## src/hw/rtl/brd_pkg.sv

```systemverilog
// ----------------------------------------------------------------------------
// brd_pkg
// Shared constants, command codes and control structs for the ring deque.
// ----------------------------------------------------------------------------
package brd_pkg;

	localparam int DATA_W        = 32;
	localparam int CMD_W         = 3;
	localparam int CAP_W         = 5;
	localparam int ADDR_W        = 3;
	localparam int MAX_SLOTS_DEF = 16;

	localparam logic [CAP_W-1:0] CAP_RESET = CAP_W'(16);

	// command codes
	localparam logic [CMD_W-1:0] CMD_PUSH_FRONT = CMD_W'(0);
	localparam logic [CMD_W-1:0] CMD_PUSH_REAR  = CMD_W'(1);
	localparam logic [CMD_W-1:0] CMD_POP_FRONT  = CMD_W'(2);
	localparam logic [CMD_W-1:0] CMD_POP_REAR   = CMD_W'(3);
	localparam logic [CMD_W-1:0] CMD_STATUS     = CMD_W'(4);

	// register index (paddr above the byte offset)
	localparam logic [ADDR_W-3:0] REG_CAPACITY = '0;

	// controller to datapath
	typedef struct packed {
		logic exec;   // apply the incoming word to the ring
		logic load;   // capture the result into the output register
	} brd_cmd_t;

	// register block to datapath
	typedef struct packed {
		logic             wr;    // capacity written this cycle: empty the ring
		logic [CAP_W-1:0] cap;   // value being written
	} brd_cfg_t;

endpackage

```

## src/hw/rtl/bounded_ring_deque.sv

```systemverilog
// A result passes through the S_RD and S_LD states after its command word is
// accepted. A new command word is taken only in S_IDLE, after the write of the
// slot RAM and its registered read of the new front and rear slots.
// A finished result waits in the output register while the next word is taken.
// Reset: capacity 16, deque empty; slot RAM is not cleared (no clearing pass).
// ----------------------------------------------------------------------------
// bounded_ring_deque
// Double-ended queue of signed words in a ring with programmable capacity.
// ----------------------------------------------------------------------------
module bounded_ring_deque import brd_pkg::*; #(
	parameter int MAX_SLOTS = MAX_SLOTS_DEF
) (
	input  logic                     clk,
	input  logic                     arst_n,
	input  logic                     in_valid,
	output logic                     in_stall,
	input  logic [CMD_W-1:0]         command,
	input  logic signed [DATA_W-1:0] value,
	output logic                     out_valid,
	input  logic                     out_stall,
	output logic                     ok,
	output logic signed [DATA_W-1:0] front_value,
	output logic signed [DATA_W-1:0] rear_value,
	output logic                     is_empty,
	output logic                     is_full,
	input  logic                     psel,
	input  logic                     penable,
	input  logic                     pwrite,
	input  logic [ADDR_W-1:0]        paddr,
	input  logic [DATA_W-1:0]        pwdata,
	output logic [DATA_W-1:0]        prdata,
	output logic                     pready
);

	brd_cmd_t         cmd;
	brd_cfg_t         cfg;
	logic [CAP_W-1:0] capacity;

	brd_regs u_regs (
		.clk      (clk),
		.arst_n   (arst_n),
		.psel     (psel),
		.penable  (penable),
		.pwrite   (pwrite),
		.paddr    (paddr),
		.pwdata   (pwdata),
		.prdata   (prdata),
		.pready   (pready),
		.capacity (capacity),
		.cfg      (cfg)
	);

	brd_ctrl u_ctrl (
		.clk       (clk),
		.arst_n    (arst_n),
		.in_valid  (in_valid),
		.in_stall  (in_stall),
		.out_valid (out_valid),
		.out_stall (out_stall),
		.cmd       (cmd)
	);

	brd_dp #(
		.MAX_SLOTS (MAX_SLOTS)
	) u_dp (
		.clk         (clk),
		.arst_n      (arst_n),
		.cmd         (cmd),
		.cfg         (cfg),
		.capacity    (capacity),
		.command     (command),
		.value       (value),
		.ok          (ok),
		.front_value (front_value),
		.rear_value  (rear_value),
		.is_empty    (is_empty),
		.is_full     (is_full)
	);

endmodule

```

## src/hw/rtl/brd_ram.sv

```systemverilog
// ----------------------------------------------------------------------------
// brd_ram
// Generic RAM: one write port, two read ports, registered read data.
// ----------------------------------------------------------------------------
module brd_ram #(
	parameter int WIDTH = 32,
	parameter int DEPTH = 16,
	localparam int AW   = (DEPTH > 1) ? $clog2(DEPTH) : 1
) (
	input  logic             clk,
	input  logic             we,
	input  logic [AW-1:0]    waddr,
	input  logic [WIDTH-1:0] wdata,
	input  logic [AW-1:0]    raddr_a,
	input  logic [AW-1:0]    raddr_b,
	output logic [WIDTH-1:0] rdata_a,
	output logic [WIDTH-1:0] rdata_b
);

	logic [WIDTH-1:0] mem_q [DEPTH];

	always_ff @(posedge clk) begin
		if (we) begin
			mem_q[waddr] <= wdata;
		end
		rdata_a <= mem_q[raddr_a];
		rdata_b <= mem_q[raddr_b];
	end

endmodule

```

## src/hw/rtl/brd_regs.sv

```systemverilog
// ----------------------------------------------------------------------------
// brd_regs
// APB register block: holds the capacity register.
// ----------------------------------------------------------------------------
module brd_regs import brd_pkg::*; (
	input  logic              clk,
	input  logic              arst_n,
	input  logic              psel,
	input  logic              penable,
	input  logic              pwrite,
	input  logic [ADDR_W-1:0] paddr,
	input  logic [DATA_W-1:0] pwdata,
	output logic [DATA_W-1:0] prdata,
	output logic              pready,
	output logic [CAP_W-1:0]  capacity,
	output brd_cfg_t          cfg
);

	logic [CAP_W-1:0] capacity_q;
	logic             hit_cap;

	assign hit_cap = (paddr[ADDR_W-1:2] == REG_CAPACITY);

	assign pready  = 1'b1;
	assign cfg.wr  = psel && penable && pwrite && hit_cap;
	assign cfg.cap = pwdata[CAP_W-1:0];
	assign prdata  = hit_cap ? {{(DATA_W-CAP_W){1'b0}}, capacity_q} : '0;
	assign capacity = capacity_q;

	always_ff @(posedge clk or negedge arst_n) begin
		if (!arst_n) begin
			capacity_q <= CAP_RESET;
		end else if (cfg.wr) begin
			capacity_q <= cfg.cap;
		end
	end

endmodule

```

## src/hw/rtl/brd_ctrl.sv

```systemverilog
// ----------------------------------------------------------------------------
// brd_ctrl
// Sequencer: accept a word, wait out the RAM read, load the result register.
// ----------------------------------------------------------------------------
module brd_ctrl import brd_pkg::*; (
	input  logic     clk,
	input  logic     arst_n,
	input  logic     in_valid,
	output logic     in_stall,
	output logic     out_valid,
	input  logic     out_stall,
	output brd_cmd_t cmd
);

	typedef enum logic [1:0] {
		S_IDLE,
		S_RD,
		S_LD
	} state_t;

	state_t state_q;
	logic   out_valid_q;

	assign in_stall  = (state_q != S_IDLE);
	assign out_valid = out_valid_q;
	assign cmd.exec  = in_valid && (state_q == S_IDLE);
	// result register is free when empty or being drained this cycle
	assign cmd.load  = (state_q == S_LD) && (!out_valid_q || !out_stall);

	always_ff @(posedge clk or negedge arst_n) begin
		if (!arst_n) begin
			state_q     <= S_IDLE;
			out_valid_q <= 1'b0;
		end else begin
			unique case (state_q)
				S_IDLE: begin
					if (cmd.exec) state_q <= S_RD;
				end
				S_RD: begin
					state_q <= S_LD;
				end
				S_LD: begin
					if (cmd.load) state_q <= S_IDLE;
				end
				default: begin
					state_q <= S_IDLE;
				end
			endcase
			if (cmd.load) begin
				out_valid_q <= 1'b1;
			end else if (!out_stall) begin
				out_valid_q <= 1'b0;
			end
		end
	end

`ifndef SYNTH
	a_busy_after_accept: assert property (@(posedge clk) disable iff (!arst_n)
		(in_valid && !in_stall) |=> in_stall)
		else $error("input not stalled after accepting a word");

	a_no_overwrite: assert property (@(posedge clk) disable iff (!arst_n)
		cmd.load |-> (!out_valid || !out_stall))
		else $error("pending result overwritten");

	a_load_free: assert property (@(posedge clk) disable iff (!arst_n)
		(state_q == S_LD && !out_valid) |=> (out_valid && !in_stall))
		else $error("result not delivered with free output register");
`endif

endmodule

```

## src/hw/rtl/brd_dp.sv

```systemverilog
// ----------------------------------------------------------------------------
// brd_dp
// Ring datapath: front/rear gap indices, count, slot RAM and result register.
// ----------------------------------------------------------------------------
module brd_dp import brd_pkg::*; #(
	parameter int MAX_SLOTS = MAX_SLOTS_DEF
) (
	input  logic                     clk,
	input  logic                     arst_n,
	input  brd_cmd_t                 cmd,
	input  brd_cfg_t                 cfg,
	input  logic [CAP_W-1:0]         capacity,
	input  logic [CMD_W-1:0]         command,
	input  logic signed [DATA_W-1:0] value,
	output logic                     ok,
	output logic signed [DATA_W-1:0] front_value,
	output logic signed [DATA_W-1:0] rear_value,
	output logic                     is_empty,
	output logic                     is_full
);

	localparam int IDX_W = (MAX_SLOTS > 1) ? $clog2(MAX_SLOTS) : 1;
	localparam int CW    = ((IDX_W > CAP_W) ? IDX_W : CAP_W) + 1;

	// capacity clamped to 1..MAX_SLOTS
	function automatic logic [CW-1:0] eff_cap(input logic [CAP_W-1:0] c);
		logic [CW-1:0] e;
		e = CW'(c);
		if (e == '0) e = CW'(1);
		if (e > CW'(MAX_SLOTS)) e = CW'(MAX_SLOTS);
		return e;
	endfunction

	function automatic logic [IDX_W-1:0] ring_inc(input logic [IDX_W-1:0] i,
	                                              input logic [CW-1:0] cap);
		logic [CW-1:0] n;
		n = CW'(i) + CW'(1);
		return (n >= cap) ? '0 : IDX_W'(n);
	endfunction

	function automatic logic [IDX_W-1:0] ring_dec(input logic [IDX_W-1:0] i,
	                                              input logic [CW-1:0] cap);
		return (i == '0) ? IDX_W'(cap - CW'(1)) : i - IDX_W'(1);
	endfunction

	logic [IDX_W-1:0]  front_q, rear_q, front_d, rear_d;
	logic [CAP_W-1:0]  count_q, count_d;
	logic              ok_q, ok_d;
	logic [CW-1:0]     cap_eff;
	logic              full, empty;
	logic              ram_we;
	logic [IDX_W-1:0]  ram_waddr;
	logic [DATA_W-1:0] rdata_a, rdata_b;

	assign cap_eff = eff_cap(capacity);
	assign full    = (CW'(count_q) >= cap_eff);
	assign empty   = (count_q == '0);

	always_comb begin
		front_d   = front_q;
		rear_d    = rear_q;
		count_d   = count_q;
		ok_d      = 1'b0;
		ram_we    = 1'b0;
		ram_waddr = front_q;
		case (command)
			CMD_PUSH_FRONT: begin
				if (!full) begin
					ram_we  = cmd.exec;
					front_d = ring_dec(front_q, cap_eff);
					count_d = count_q + CAP_W'(1);
					ok_d    = 1'b1;
				end
			end
			CMD_PUSH_REAR: begin
				if (!full) begin
					ram_we    = cmd.exec;
					ram_waddr = rear_q;
					rear_d    = ring_inc(rear_q, cap_eff);
					count_d   = count_q + CAP_W'(1);
					ok_d      = 1'b1;
				end
			end
			CMD_POP_FRONT: begin
				if (!empty) begin
					front_d = ring_inc(front_q, cap_eff);
					count_d = count_q - CAP_W'(1);
					ok_d    = 1'b1;
				end
			end
			CMD_POP_REAR: begin
				if (!empty) begin
					rear_d  = ring_dec(rear_q, cap_eff);
					count_d = count_q - CAP_W'(1);
					ok_d    = 1'b1;
				end
			end
			CMD_STATUS: begin
				ok_d = 1'b1;
			end
			default: begin
			end
		endcase
	end

	always_ff @(posedge clk or negedge arst_n) begin
		if (!arst_n) begin
			front_q <= '0;
			rear_q  <= IDX_W'(MAX_SLOTS > 1);
			count_q <= '0;
			ok_q    <= 1'b0;
		end else if (cfg.wr) begin
			// rear gap restarts at 1 mod capacity
			front_q <= '0;
			rear_q  <= (eff_cap(cfg.cap) == CW'(1)) ? '0 : IDX_W'(1);
			count_q <= '0;
		end else if (cmd.exec) begin
			front_q <= front_d;
			rear_q  <= rear_d;
			count_q <= count_d;
			ok_q    <= ok_d;
		end
	end

	// read ports follow the current gaps; read data is registered
	brd_ram #(
		.WIDTH (DATA_W),
		.DEPTH (MAX_SLOTS)
	) u_slots (
		.clk     (clk),
		.we      (ram_we),
		.waddr   (ram_waddr),
		.wdata   (value),
		.raddr_a (ring_inc(front_q, cap_eff)),
		.raddr_b (ring_dec(rear_q, cap_eff)),
		.rdata_a (rdata_a),
		.rdata_b (rdata_b)
	);

	always_ff @(posedge clk) begin
		if (cmd.load) begin
			ok          <= ok_q;
			front_value <= empty ? '1 : rdata_a;
			rear_value  <= empty ? '1 : rdata_b;
			is_empty    <= empty;
			is_full     <= full;
		end
	end

`ifndef SYNTH
	a_count_bound: assert property (@(posedge clk) disable iff (!arst_n)
		CW'(count_q) <= cap_eff)
		else $error("count above capacity");

	a_front_bound: assert property (@(posedge clk) disable iff (!arst_n)
		CW'(front_q) < cap_eff && CW'(rear_q) < cap_eff)
		else $error("gap index outside ring");

	a_write_bound: assert property (@(posedge clk) disable iff (!arst_n)
		ram_we |-> (CW'(ram_waddr) < cap_eff && !full))
		else $error("slot write outside ring or into full deque");
`endif

endmodule
```

## config.mk

```make
export PLATFORM = sky130hd
export DESIGN_NAME = bounded_ring_deque
export DESIGN_NICKNAME = d
export VERILOG_FILES = /design/src/hw/rtl/brd_pkg.sv /design/src/hw/rtl/bounded_ring_deque.sv /design/src/hw/rtl/brd_ram.sv /design/src/hw/rtl/brd_regs.sv /design/src/hw/rtl/brd_ctrl.sv /design/src/hw/rtl/brd_dp.sv
export SDC_FILE = /design/constraint.sdc
export NUM_CORES = 1
export LEC_CHECK = 0
export BUFFER_PORTS_ARGS = -buffer_cell sky130_fd_sc_hd__buf_2
export CAP_MARGIN = 20
export CORE_AREA = 4 4 235 237
export CTS_CLUSTER_DIAMETER = 120
export DETAILED_ROUTE_END_ITERATION = 7
export DIE_AREA = 0 0 239 241
export PLACE_DENSITY = 0.81
export SETUP_SLACK_MARGIN = 0.5
export SLEW_MARGIN = 20
export SYNTH_ARGS = -nofsm -noshare
export SYNTH_HDL_FRONTEND = slang
export SYNTH_HIERARCHICAL = 1
export SYNTH_SLANG_ARGS = --single-unit
```

## constraint.sdc

```tcl
create_clock -name clk -period 5.5 [get_ports clk]
set_clock_uncertainty 0.15 [all_clocks]
set_input_delay 1.1 -clock clk [delete_from_list [all_inputs] [get_ports clk]]
set_output_delay 1.1 -clock clk [all_outputs]
set_load 0.01 [all_outputs]
```

==> impl_metrics.env <==
export IMPL_swShare=0.357
export IMPL_period_share=0.880
export IMPL_viasPerCell=6.66
export IMPL_num_vias=16300
export IMPL_clk_latency_ns=0.60
export IMPL_worst_hold_slack_ns=0.299
export IMPL_cp_required_ns=5.59
export IMPL_period_minus_slack_ns=4.84
export IMPL_htree_levels=3
export IMPL_grt_usage=0.246
export IMPL_irDropWorstVdd_mv=0.728
export IMPL_worst_slew_pin_slew_ns=1.15
export IMPL_cp_data_arrival_time_ns=4.93
export IMPL_drtPass1Iterations=6
export IMPL_avgRoutedWirePerCell_um=28.8
export IMPL_finalMaxSlewViolations=0
export IMPL_p_switching_uw=7300
export IMPL_crit_top_cell="inv_1"
export IMPL_netlist_instances=1554
export IMPL_numCtsBuffers=67
export IMPL_end_kind="register"
export IMPL_drive_gt1_frac=0.336
export IMPL_pin_count=179
export IMPL_globalplace_congestion=0.820
export IMPL_overflow=0
export IMPL_cts_hold_buf=0
export IMPL_cp_slowest_stage_delay_ns=0.61
export IMPL_cts_sinks=665
export IMPL_max_clock_freq_ghz=0.207
export IMPL_die_h_um=241
export IMPL_core_sq_um=53300
export IMPL_cts_tree="built"
export IMPL_area_growth_pct=13.1
export IMPL_design_area_sq_um=32800
export IMPL_drc=0
export IMPL_path_cells="inv_1, o21ai_0, inv_1, ha_1, nand2b_4, a2111oi_4, o21bai_2, or4_1, mux2_4, or3b_2, nor2_4, buf_4"
export IMPL_rsz0062_at_grt="false"
export IMPL_slowest_stage="or3b_2"
export IMPL_grt_pass1_wl_mm=105
export IMPL_outcome="complete, no violations"
export IMPL_nNetsFinal=1799
export IMPL_powerDensity_nw_per_um2=624
export IMPL_critPathLaunchType="register"
export IMPL_drtAntennaViolNets=0
export IMPL_setup_viol=0
export IMPL_crit_type="reg -> reg"
export IMPL_final_util=0.616
export IMPL_cp_top_family="simple AND/OR/NAND/NOR gates"
export IMPL_seq_power_share=0.313
export IMPL_yosys_warnings=6
export IMPL_start_util=0.545
export IMPL_numPortBuffers=121
export IMPL_place_area_sq_um=30700
export IMPL_hp_class="reg -> reg"
export IMPL_grt_max_degree=78
export IMPL_synth_area_sq_um=29000
export IMPL_antenna_found_initial=6
export IMPL_die_w_um=239
export IMPL_cts_path_max_buffers=3
export IMPL_cts_root_buf="clkbuf_16"
export IMPL_clk_pin_slew_ns=0.06
export IMPL_setup_tns_ns=0
export IMPL_drv_cap=0
export IMPL_worst_path_buf_inv=3
export IMPL_grt_pass1_vias=17000
export IMPL_final_hold_violation_count=0
export IMPL_p_int_uw=13200
export IMPL_clkPwrFrac=0.215
export IMPL_syn_avg_cell_area_sq_um=18.7
export IMPL_row_count=85
export IMPL_path_max_fanout=20
export IMPL_slew_headroom=0.229
export IMPL_routed_wl_mm=70.6
export IMPL_p_leak_uw=0.0111
export IMPL_hpwl_mm=39.8
export IMPL_comb_power_share=0.472
export IMPL_drt_iter0_drc=1986
export IMPL_die_area_sq_um=57600
-- cells in the final DEF (no fill, tap or decap), types with 5 or more instances in the layout --
cell type,n
dfrtp_1,20
a21oi_1,9
inv_1,17
nand3_1,10
clkinv_1,13
nor2_1,11
clkinv_2,9
edfxtp_1,579
o21ai_0,7
a22oi_1,130
buf_12,11
dfxtp_1,64
mux2_2,6
clkbuf_1,15
mux4_2,256
ha_1,23
mux2i_1,5
a221oi_1,8
o21ai_1,8
buf_4,49
conb_1,28
nand2_1,81
buf_2,121
and2_1,5
nand2b_1,6
or2_1,58
clkbuf_16,71
nor2b_1,7
and2b_2,5
or2_2,6
a31oi_1,6
nor2_4,15
nor3_1,5
-- what timing repair did --
item,4_1_cts,5_1_grt
buffers inserted,0,2
resized for setup,0,0
endpoints found under the setup margin,0,7
hold endpoints to repair,0,0
-- routing by layer --
metal,GRT usage,routed length (um),share of wire,vias up
met5,0,31,0.00044,-
met4,0.0892,2240,0.032,6
met3,0.0589,7200,0.10,184
met2,0.414,36000,0.51,986
met1,0.319,25100,0.36,8456
li1,-,-,-,6676
-- per-stage QoR --
stage	power [uW]	setup WS (ns)	std cells
6_report	20500	0.659	2447
5_1_grt	21400	0.512	2445
4_1_cts	20500	0.668	2442
3_5_place_dp	16000	0.729	2323
3_3_place_gp	15800	0.767	2323
2_1_floorplan	13400	0.338	1580
-- state kept, by name (all words and copies together), names as in the netlist --
signal	flops
u_ctrl/state_q	2
u_dp/count_q	5
u_dp/front_value	32
u_dp/ok	1
u_dp/rear_value	32
u_dp/u_slots/rdata_a	32
u_ctrl/out_valid	1
u_regs/capacity	5
u_dp/front_q	4
u_dp/is_empty	1
u_dp/ok_q	1
u_dp/u_slots/mem_q	512
u_dp/is_full	1
u_dp/rear_q	4
u_dp/u_slots/rdata_b	32
-- final timing paths --
path	startpoint	to	slack, ns	cells past startpoint
worst max-delay path	u_regs/capacity[4]	u_dp/u_slots/mem_q[3][22]	0.66	12
worst min-delay path	u_dp/ok_q	u_dp/ok	0.30	0
worst max register to register	u_regs/capacity[4]	u_dp/u_slots/mem_q[3][22]	0.66	12
worst min register to register	u_dp/ok_q	u_dp/ok	0.30	0
max in group asynchronous	arst_n	u_dp/rear_q[0]	4.48	1
min in group asynchronous	arst_n	u_dp/count_q[4]	0.34	1
-- power by group through the flow --
stage / clock, uW / combinational [uW] / sequential, uW
CTS: 4480 / 9630 / 6410
global placement: 0 / 9350 / 6490
finish: 4410 / 9650 / 6410
detailed placement: 0 / 9530 / 6500
global route: 4700 / 10300 / 6450
floorplan: 0 / 6940 / 6480
-- final cells by class --
type / instances / area [sq um]
Clock buffer: 88 / 1860
Multi-Input combinational cell: 763 / 9330
Inverter: 20 / 75.1
Timing Repair Buffer: 181 / 1190
Fill cell: 3555 / 20500
Antenna cell: 3 / 7.51
Clock inverter: 31 / 259
Tap cell: 696 / 871
Sequential cell: 665 / 19200
Power figures use the tool's default switching activity.
